--- src/rtl/core/deq_pkg.sv ---
`default_nettype none
package deq_pkg;

  localparam int QUEUE_DEPTH = 64;
  localparam int IDX_W       = $clog2(QUEUE_DEPTH);
  localparam int CNT_W       = $clog2(QUEUE_DEPTH + 1);

  // command codes
  localparam logic [1:0] CMD_PUSH_HEAD = 2'd0;
  localparam logic [1:0] CMD_PUSH_TAIL = 2'd1;
  localparam logic [1:0] CMD_POP_HEAD  = 2'd2;
  localparam logic [1:0] CMD_REVERSE   = 2'd3;

  // status codes
  localparam logic [1:0] STS_OK    = 2'd0;
  localparam logic [1:0] STS_FULL  = 2'd1;
  localparam logic [1:0] STS_EMPTY = 2'd2;

  typedef struct packed {
    logic [1:0]         command;
    logic signed [31:0] data_value;
  } cmd_word_t;

  typedef struct packed {
    logic [1:0]         status;
    logic signed [31:0] removed_value;
    logic [CNT_W-1:0]   entry_count;
  } rsp_word_t;

  // controller to datapath
  typedef struct packed {
    logic       push_front;
    logic       push_back;
    logic       pop_front;
    logic       pop_back;
    logic       flip;
    logic       load_imm;
    logic       load_read;
    logic [1:0] status;
  } dp_cmd_t;

  // datapath to controller
  typedef struct packed {
    logic full;
    logic empty;
    logic reversed;
  } dp_stat_t;

endpackage
`default_nettype wire

--- src/rtl/core/double_ended_queue_with_reverse_core.sv ---
// Bounded double-ended queue of 64 signed 32-bit values in a ring memory,
// with a reverse command that flips which end is the head. Each command word
// yields exactly one response word carrying a status (ok, full, empty), the
// removed value (zero unless a remove succeeded) and the entry count after
// the command. For inserts and reverse the response shows the cycle after
// the command is accepted. A successful remove goes through the registered
// read port of the ring memory, then the response register. One command is
// worked on at a time; the next command is taken as soon as the response
// register is empty or its word is being taken in that cycle. Reset empties
// the queue at once; there is no clearing pass.
`default_nettype none
module double_ended_queue_with_reverse_core (
  input  wire                 clk,
  input  wire                 rst,
  input  wire                 cmd_valid,
  output logic                cmd_stall,
  input  deq_pkg::cmd_word_t  cmd_word,
  output logic                rsp_valid,
  input  wire                 rsp_stall,
  output deq_pkg::rsp_word_t  rsp_word
);
  import deq_pkg::*;

  // control and status between the sequencer and the ring datapath
  dp_cmd_t  dp_cmd;
  dp_stat_t dp_stat;

  // sequencer: decode the word, check full and empty, wait out the read
  deq_ctrl u_ctrl (
    .clk       (clk),
    .rst       (rst),
    .cmd_valid (cmd_valid),
    .cmd_stall (cmd_stall),
    .command   (cmd_word.command),
    .rsp_valid (rsp_valid),
    .rsp_stall (rsp_stall),
    .stat      (dp_stat),
    .cmd       (dp_cmd)
  );

  // ring memory, end pointers, count, direction flag and response register
  deq_datapath u_dp (
    .clk        (clk),
    .rst        (rst),
    .cmd        (dp_cmd),
    .data_value (cmd_word.data_value),
    .stat       (dp_stat),
    .rsp_word   (rsp_word)
  );

endmodule
`default_nettype wire

--- src/rtl/core/deq_datapath.sv ---
`default_nettype none
module deq_datapath (
  input  wire                    clk,
  input  wire                    rst,
  input  deq_pkg::dp_cmd_t       cmd,
  input  wire signed [31:0]      data_value,
  output deq_pkg::dp_stat_t      stat,
  output deq_pkg::rsp_word_t     rsp_word
);
  import deq_pkg::*;

  localparam logic [IDX_W-1:0] IDX_LAST = IDX_W'(QUEUE_DEPTH - 1);
  localparam logic [CNT_W-1:0] CNT_FULL = CNT_W'(QUEUE_DEPTH);

  logic [31:0]      entry_store [QUEUE_DEPTH];
  logic [IDX_W-1:0] front_index;
  logic [IDX_W-1:0] back_index;
  logic [CNT_W-1:0] held_count;
  logic             reversed_flag;
  logic [31:0]      rd_data;

  logic [IDX_W-1:0] front_dec, front_inc, back_dec, back_inc;
  logic [IDX_W-1:0] wr_addr, rd_addr;
  logic             wr_en, rd_en;
  logic [CNT_W-1:0] held_count_next;

  always_comb begin
    front_dec = (front_index == '0) ? IDX_LAST : front_index - 1'b1;
    front_inc = (front_index == IDX_LAST) ? '0 : front_index + 1'b1;
    back_dec  = (back_index == '0) ? IDX_LAST : back_index - 1'b1;
    back_inc  = (back_index == IDX_LAST) ? '0 : back_index + 1'b1;
    wr_en     = cmd.push_front | cmd.push_back;
    wr_addr   = cmd.push_front ? front_dec : back_index;
    rd_en     = cmd.pop_front | cmd.pop_back;
    rd_addr   = cmd.pop_front ? front_index : back_dec;
    held_count_next = held_count;
    if (wr_en) begin
      held_count_next = held_count + 1'b1;
    end else if (rd_en) begin
      held_count_next = held_count - 1'b1;
    end
  end

  assign stat.full     = (held_count == CNT_FULL);
  assign stat.empty    = (held_count == '0);
  assign stat.reversed = reversed_flag;

  always_ff @(posedge clk) begin
    if (wr_en) begin
      entry_store[wr_addr] <= data_value;
    end
    if (rd_en) begin
      rd_data <= entry_store[rd_addr];
    end
  end

  always_ff @(posedge clk) begin
    if (rst) begin
      front_index   <= '0;
      back_index    <= '0;
      held_count    <= '0;
      reversed_flag <= 1'b0;
    end else begin
      if (cmd.push_front) front_index <= front_dec;
      if (cmd.pop_front)  front_index <= front_inc;
      if (cmd.push_back)  back_index  <= back_inc;
      if (cmd.pop_back)   back_index  <= back_dec;
      if (cmd.flip)       reversed_flag <= ~reversed_flag;
      held_count <= held_count_next;
    end
  end

  always_ff @(posedge clk) begin
    if (cmd.load_imm) begin
      rsp_word.status        <= cmd.status;
      rsp_word.removed_value <= '0;
      rsp_word.entry_count   <= held_count_next;
    end else if (cmd.load_read) begin
      rsp_word.status        <= STS_OK;
      rsp_word.removed_value <= rd_data;
      rsp_word.entry_count   <= held_count;
    end
  end

endmodule
`default_nettype wire

--- src/rtl/core/deq_ctrl.sv ---
`default_nettype none
module deq_ctrl (
  input  wire                 clk,
  input  wire                 rst,
  input  wire                 cmd_valid,
  output logic                cmd_stall,
  input  wire [1:0]           command,
  output logic                rsp_valid,
  input  wire                 rsp_stall,
  input  deq_pkg::dp_stat_t   stat,
  output deq_pkg::dp_cmd_t    cmd
);
  import deq_pkg::*;

  localparam logic ST_IDLE = 1'b0;
  localparam logic ST_READ = 1'b1;

  logic state, state_next;
  logic take, to_front;

  assign cmd_stall = !((state == ST_IDLE) && (!rsp_valid || !rsp_stall));
  assign take      = cmd_valid && !cmd_stall;

  always_comb begin
    cmd        = '0;
    state_next = state;
    to_front   = (command == CMD_PUSH_HEAD) == !stat.reversed;
    unique case (state)
      ST_IDLE: begin
        if (take) begin
          unique case (command)
            CMD_PUSH_HEAD, CMD_PUSH_TAIL: begin
              cmd.load_imm = 1'b1;
              if (stat.full) begin
                cmd.status = STS_FULL;
              end else begin
                cmd.status     = STS_OK;
                cmd.push_front = to_front;
                cmd.push_back  = !to_front;
              end
            end
            CMD_POP_HEAD: begin
              if (stat.empty) begin
                cmd.load_imm = 1'b1;
                cmd.status   = STS_EMPTY;
              end else begin
                cmd.pop_front = !stat.reversed;
                cmd.pop_back  = stat.reversed;
                state_next    = ST_READ;
              end
            end
            CMD_REVERSE: begin
              cmd.flip     = 1'b1;
              cmd.load_imm = 1'b1;
              cmd.status   = STS_OK;
            end
            default: ;
          endcase
        end
      end
      ST_READ: begin
        cmd.load_read = 1'b1;
        state_next    = ST_IDLE;
      end
      default: state_next = ST_IDLE;
    endcase
  end

  always_ff @(posedge clk) begin
    if (rst) begin
      state     <= ST_IDLE;
      rsp_valid <= 1'b0;
    end else begin
      state <= state_next;
      if (cmd.load_imm || cmd.load_read) begin
        rsp_valid <= 1'b1;
      end else if (!rsp_stall) begin
        rsp_valid <= 1'b0;
      end
    end
  end

endmodule
`default_nettype wire

--- config.mk ---
export PLATFORM = sky130hd
export DESIGN_NAME = double_ended_queue_with_reverse_core
export DESIGN_NICKNAME = d
export VERILOG_FILES = /design/src/rtl/core/deq_pkg.sv /design/src/rtl/core/double_ended_queue_with_reverse_core.sv /design/src/rtl/core/deq_datapath.sv /design/src/rtl/core/deq_ctrl.sv
export SDC_FILE = /design/constraint.sdc
export NUM_CORES = 2
export LEC_CHECK = 0
export ABC_AREA = 1
export ABC_CLOCK_PERIOD_IN_PS = 11400
export BUFFER_PORTS_ARGS = -buffer_cell sky130_fd_sc_hd__buf_2
export CORE_MARGIN = 5
export CORE_UTILIZATION = 60
export DETAILED_ROUTE_END_ITERATION = 7
export HOLD_SLACK_MARGIN = 0.15
export PLACE_DENSITY_LB_ADDON = 0.25
export SYNTH_ARGS = -nofsm -noshare
export SYNTH_HDL_FRONTEND = slang
export SYNTH_SLANG_ARGS = --single-unit
--- constraint.sdc ---
create_clock -name clk -period 11.4 [get_ports clk]
set_input_delay 2.28 -clock clk [delete_from_list [all_inputs] [get_ports clk]]
set_output_delay 2.28 -clock clk [all_outputs]
set_load 0.05 [all_outputs]
# After elaboration in Yosys (flattened, before gate mapping)
# Memory sizes are Yosys's and may differ from the RTL's. A register that Yosys moved wholly into a read port is not among the register bits.
# Index checks and enable logic that the tools add are counted.
# classes
addsub	6
multipliers	0
div	0
n_lt_le_gt_ge	0
eq_ne	8
n_shift	0
muxes	37
bitwise	4
n_reduce_logical	18
# ops
op	n
41-bit two-way mux	2
6-bit two-way mux	12
2-bit two-way mux	7
7-bit two-way mux	2
6-bit by 1-bit adder with 6-bit output (second input constant)	2
6-bit == test (second input constant)	2
6-bit zero test	2
6-bit by 1-bit subtractor with 6-bit output (second input constant)	2
1-bit two-way mux	11
7-bit by 1-bit adder with 7-bit output (second input constant)	1
7-bit == test (second input constant)	1
7-bit zero test	1
7-bit by 1-bit subtractor with 7-bit output (second input constant)	1
2-bit case mux with 3 select lines	1
2-bit nonzero test	3
1-bit zero test	5
2-bit == test (second input constant)	2
1-bit case mux with 2 select lines	2
3-bit OR reduction	1
2-bit by 1-bit == test with 1-bit output (second input constant)	1
1-bit logical AND	2
2-bit zero test	1
1-bit logical OR	2
2-bit by 1-bit != test with 1-bit output (second input constant)	1
4 further kinds	6
# word_totals
regBits	63
latchBits	0
ramBits	2048
mem_bits_ro	0
inputBits	38
out_inout_bits	43
mem_count	1
# mem_list
memory	words	width	read_ports	rd_ports_with_merged_regs	write_ports	line	rtl
u_dp.entry_store	64	32	1	1	1	deq_datapath.sv:15	logic [31:0] entry_store [QUEUE_DEPTH];

# Longest topological paths before layout
# depth
depth_word	11
mapped_depth	18
depth_no_buf	16

# By module
# From an unflattened synthesis, not the netlist that was laid out.
# hier_totals
hier_cells	8304
hier_area_um2	91392.7
# by_module_without_submodules
mod	instances	cells_per_inst	area_per_inst_um2	seq_area_each_um2
deq_datapath	1	8271	91193.7	63771.2
deq_ctrl	1	33	198.9	40.0

# Least setup slack after synthesis
# OpenSTA, ideal clock, no wires.
# synth_timing
path_type	in2reg
startpoint	input port rsp_stall
endpoint	memory u_dp.entry_store[17][0], enable pin
t_arrival_ps	5272
slack_ps	5707
stages	13
n_path_buf	0
cell_sequence	nand2_1 > nand2_2 > nor2_8 > nand2_1 > nor2_1 > nand2_1 > inv_1 > o21ai_0 > o21ai_0 > inv_1 > nor2_1 > nand2_1 > nor2_1
# synth_via
elab_chain_len	9
word_cells_on_any_way	10
cone_classes	5 x mux; 1 x bitwise; 4 x reduce/logical
# synth_lines
element	line	rtl
from (decl)	double_ended_queue_with_reverse_core.sv:19	input wire rsp_stall,
1-bit zero test *	deq_ctrl.sv:21	assign cmd_stall = !((state == ST_IDLE) && (!rsp_valid || !rsp_stall));
1-bit logical OR *	deq_ctrl.sv:21	
1-bit logical AND *	deq_ctrl.sv:21	
1-bit logical AND *	deq_ctrl.sv:22	assign take = cmd_valid && !cmd_stall;
6-bit two-way mux *	deq_ctrl.sv:30	if (take) begin
6-bit two-way mux *	deq_ctrl.sv:28	unique case (state)
1-bit bitwise OR	deq_datapath.sv:32	wr_en = cmd.push_front | cmd.push_back;
1-bit two-way mux	deq_datapath.sv:49	if (wr_en) begin
1-bit two-way mux (implied by the code)	deq_datapath.sv:50	entry_store[wr_addr] <= data_value;
to (decl)	deq_datapath.sv:15	
# Every way passes the cells marked *; elsewhere a longest branch is shown, timed or not.

# Final worst setup path
# layout_timing
startpoint	input port rsp_stall
endpoint	register u_dp.rd_data[25], read port of u_dp.entry_store, data pin
# layout_via
elab_chain_len	7
word_cells_on_any_way	8
cone_classes	3 x mux; 1 x bitwise; 4 x reduce/logical
# layout_lines
element	line	rtl
1-bit zero test *	deq_ctrl.sv:21	
1-bit logical OR *	deq_ctrl.sv:21	
1-bit logical AND *	deq_ctrl.sv:21	
1-bit logical AND *	deq_ctrl.sv:22	
6-bit two-way mux *	deq_ctrl.sv:30	
6-bit two-way mux *	deq_ctrl.sv:28	
6-bit two-way mux or 1-bit bitwise OR (tied branches)	deq_datapath.sv:35, deq_datapath.sv:34	
to (decl)	deq_datapath.sv:20	logic [31:0] rd_data;
# Marks and branches as above.
# A chain may end at the register's enable or synchronous reset.

==> summary.txt <==
Status: complete, but fails checks
Failing checks: DRC
CTS Buf Count: 208
Initial DRC Count: 8574
Synth warn: 0
TritonRoute pass-1 iters: 8
Final Wtd Congestion: 0.860
R2R Path Start: u_ctrl.state
Die height: 405 um
DRC Markers: 2
Gr ovfl total: 0
Post-Place Worst Slack: 4.58 ns
Worst min-delay path startpoint: u_dp.rsp_word[36]
Reg-to-reg critical path endpoint: u_dp.rd_data[19]
Pin count of the biggest net entering global routing: 198
Mapped Nets: 9133
Peak supply drop: 0.000163 V
Unique masters post-synth: 39
WL/cell: 22.6 um
Switching Share: 26.3%
Critical path arrival: 6.73 ns
Yosys top cell area share: 67.1%
Vias: 64800
Int Pwr: 0.0131 W
Final cell count without fillers: 11200
Clock power share: 37.5%
Setup-failing EPs final: 0
GRT Overall Usage: 30.7%
Final Hold Vio Count: 0
Sequential share of power: 49.4%
Share of the clock period used by the worst path: 54.0%
Worst Setup End Kind: register
Fmax: 0.162 GHz
Worst-path clk slew: 0.06 ns
Vias in the first global route: 62300
ANT nets after route: 0
# IOs: 81
Hold_buf cts: 0
Util after Layout: 66.2%
Sequential element share of the synthesized area: 68.3%
Worst slew pin tran: 1.29 ns
Core footprint: 154000 um2
Fin. max-slew vios: 0
Combinational share of power: 13.1%
Startpoint types: input port
Area Growth Syn to Fin: 9.31%
Synthesized flop and latch total: 2143
Max cap viols: 0
Root Driver: clkbuf_16
Reg2Reg Setup Slack: 5.87 ns
FILL cells: 11300
Data required, critical path: 11.97 ns
Setup TNS Final: 0 ns
Worst Path Class, Setup: input port to register
Net Sw Power: 0.00465 W
Sink Count: 2143
Vias per Instance: 5.77
Post-Route WL: 255000 um
Layout Skew: 0.0320 ns
Hold EP: u_dp.rsp_word[36]
Maximum buffer depth of the clock tree: 3
CTS tree: yes
Initial cell density of the core: 60.5%
CP max FO: 154
Worst Hold Path Cells: 2
Die Span X: 405 um
Setup Buffers After CTS: 0
Most area-hungry cell type in the Yosys netlist: edfxtp_1
H-tree levels: 4
Mapped Area: 93400 um2
Nets: 9075
Port Buffer Count: 80
Rel. slew slack: 14.2%
Row cnt: 144
R2R depth: 16
PwrDens: 173 nW/um2
Mean Syn Cell Area: 10.3 um2
First-pass GRT wire length: 378000 um
Dpl hpwl: 125000 um
Die Area: 164000 um2
Fraction of layout cells with a size suffix above 1: 6.12%
HP Class: register to register
Clock latency on the worst-skew pair: 0.84 ns
Cts repair resizes: 0
Initial antenna violation count: 5
RSZ-0062 raised after global routing: false
Final WS setup: 5.24 ns
Post-layout minimum cycle time: 6.16 ns
Leakage: 43.1 nW
Inst Count DP: 10900
Ranking of synthesized cells by area: edfxtp_1 67%, nand3_1 11%, nand2_1 9.2%
Mapped Cells: 9087
power groups by stage:
stage          Clock [W]  Combinational, W  Sequential [W]
5_1_grt          0.00703           0.00249         0.00874
6_report         0.00665           0.00232         0.00875
4_1_cts          0.00670           0.00228         0.00875
3_5_place_dp           0           0.00226         0.00891
2_1_floorplan          0           0.00146         0.00894
3_3_place_gp           0           0.00222         0.00891
how the worst max path moves through the flow:
stage / from / end / slack, ns / cells after the start
6_report: rsp_stall / u_dp.rd_data[25] / 5.24 / 16
4_1_cts: rsp_stall / u_dp.rd_data[25] / 5.44 / 16
3_5_place_dp: rsp_stall / u_dp.rd_data[25] / 4.58 / 16
3_3_place_gp: rsp_stall / u_dp.rd_data[14] / 4.73 / 16
5_1_grt: rsp_stall / u_dp.rd_data[19] / 5.12 / 16
2_1_floorplan: rsp_stall / u_dp.entry_store[17][0] / 5.71 / 13
kinds of logic after synthesis:
kind of cell               share of synthesized area [%]
DFF                                                 68.3
AOI/OAI and AO/OA                                  0.574
muxes                                             0.0107
buffers and inverters                               10.4
xor gates and xnor gates                          0.0750
adders and majority gates                          0.107
and+or+nand+nor                                     20.5
Yosys cell counts (all sizes together):
cell    count
o22ai       8
clkbuf     74
buf       391
ha          8
a31oi       6
a221oi      2
nand3    2004
o31ai       1
nand3b      1
nor3        7
edfxtp   2089
o221ai      2
clkinv      1
o21ai      25
inv      1952
a32oi       1
or2         3
nand2    2290
xor2        6
o211ai      3
nand4       8
mux2i       1
o311ai      1
nor2      104
dfxtp      54
a21oi      43
xnor2       2
layer usage:
layer | vias up | part of all wire, % | track usage, %
met5 | - | 0.0027 | 0
met4 | 2 | 5.5 | 15.2
met3 | 761 | 11 | 5.60
met2 | 3852 | 47 | 50.7
met1 | 30900 | 37 | 39.7
li1 | 29300 | - | -
worst max-delay path, stage by stage:
cell	delay, ns
buf_2	0.08
nand2_1	0.07
nand2_2	0.12
nor2_8	0.08
nand4_4	0.31
nand2_4	0.51
nand2_8	0.75
buf_12	0.61
buf_4	0.83
nand2_1	0.20
nand3_1	0.15
nand3_1	0.09
nand3_1	0.13
nand3_1	0.09
nand3_1	0.11
nand2_1	0.06
per-stage QoR:
step	cell area (um2)	power, W	hold WS, ns
4_1_cts	102000	0.0177	0.464
6_report	102000	0.0177	0.464
3_5_place_dp	95600	0.0112	0.454
2_1_floorplan	93400	0.0104	0.466
5_1_grt	102000	0.0183	0.487
3_3_place_gp	95600	0.0111	0.450
sequential cells by signal, indices dropped and copies added, names as in the netlist:
signal,flops
u_dp.entry_store,2048
u_dp.rsp_word,41
u_dp.rd_data,32
u_dp.held_count,7
u_dp.back_index,6
u_dp.front_index,6
u_ctrl.rsp_valid,1
u_ctrl.state,1
u_dp.reversed_flag,1
cell usage in the layout, fill, tap and decap left out, drive strengths merged:
cell type,instances
a21oi,43
xor2,6
clkinvlp,3
o221ai,2
inv,1957
buf,197
o21ai,25
o211ai,3
edfxtp,2089
nand3b,1
nor3,7
a32oi,1
dfxtp,54
clkbuf,285
diode,3
mux2i,1
nand2,2290
nand4,8
bufinv,11
o311ai,1
or2,3
ha,8
clkinv,76
nand3,2004
o22ai,8
xnor2,2
nor2,104
a221oi,2
a31oi,6
o31ai,1
area by class of cell:
class,instances,area [um2],area share (%)
well taps,2044,2560,2.50
flip-flops and latches,2143,63800,62.5
inverters,1953,7340,7.19
multi-input cells,4526,20500,20.0
diodes,3,7.51,0.00735
clock buffers,285,5760,5.64
clock inverters,94,786,0.769
repair buffers,197,1430,1.40
(Power assumes the default switching activity.)
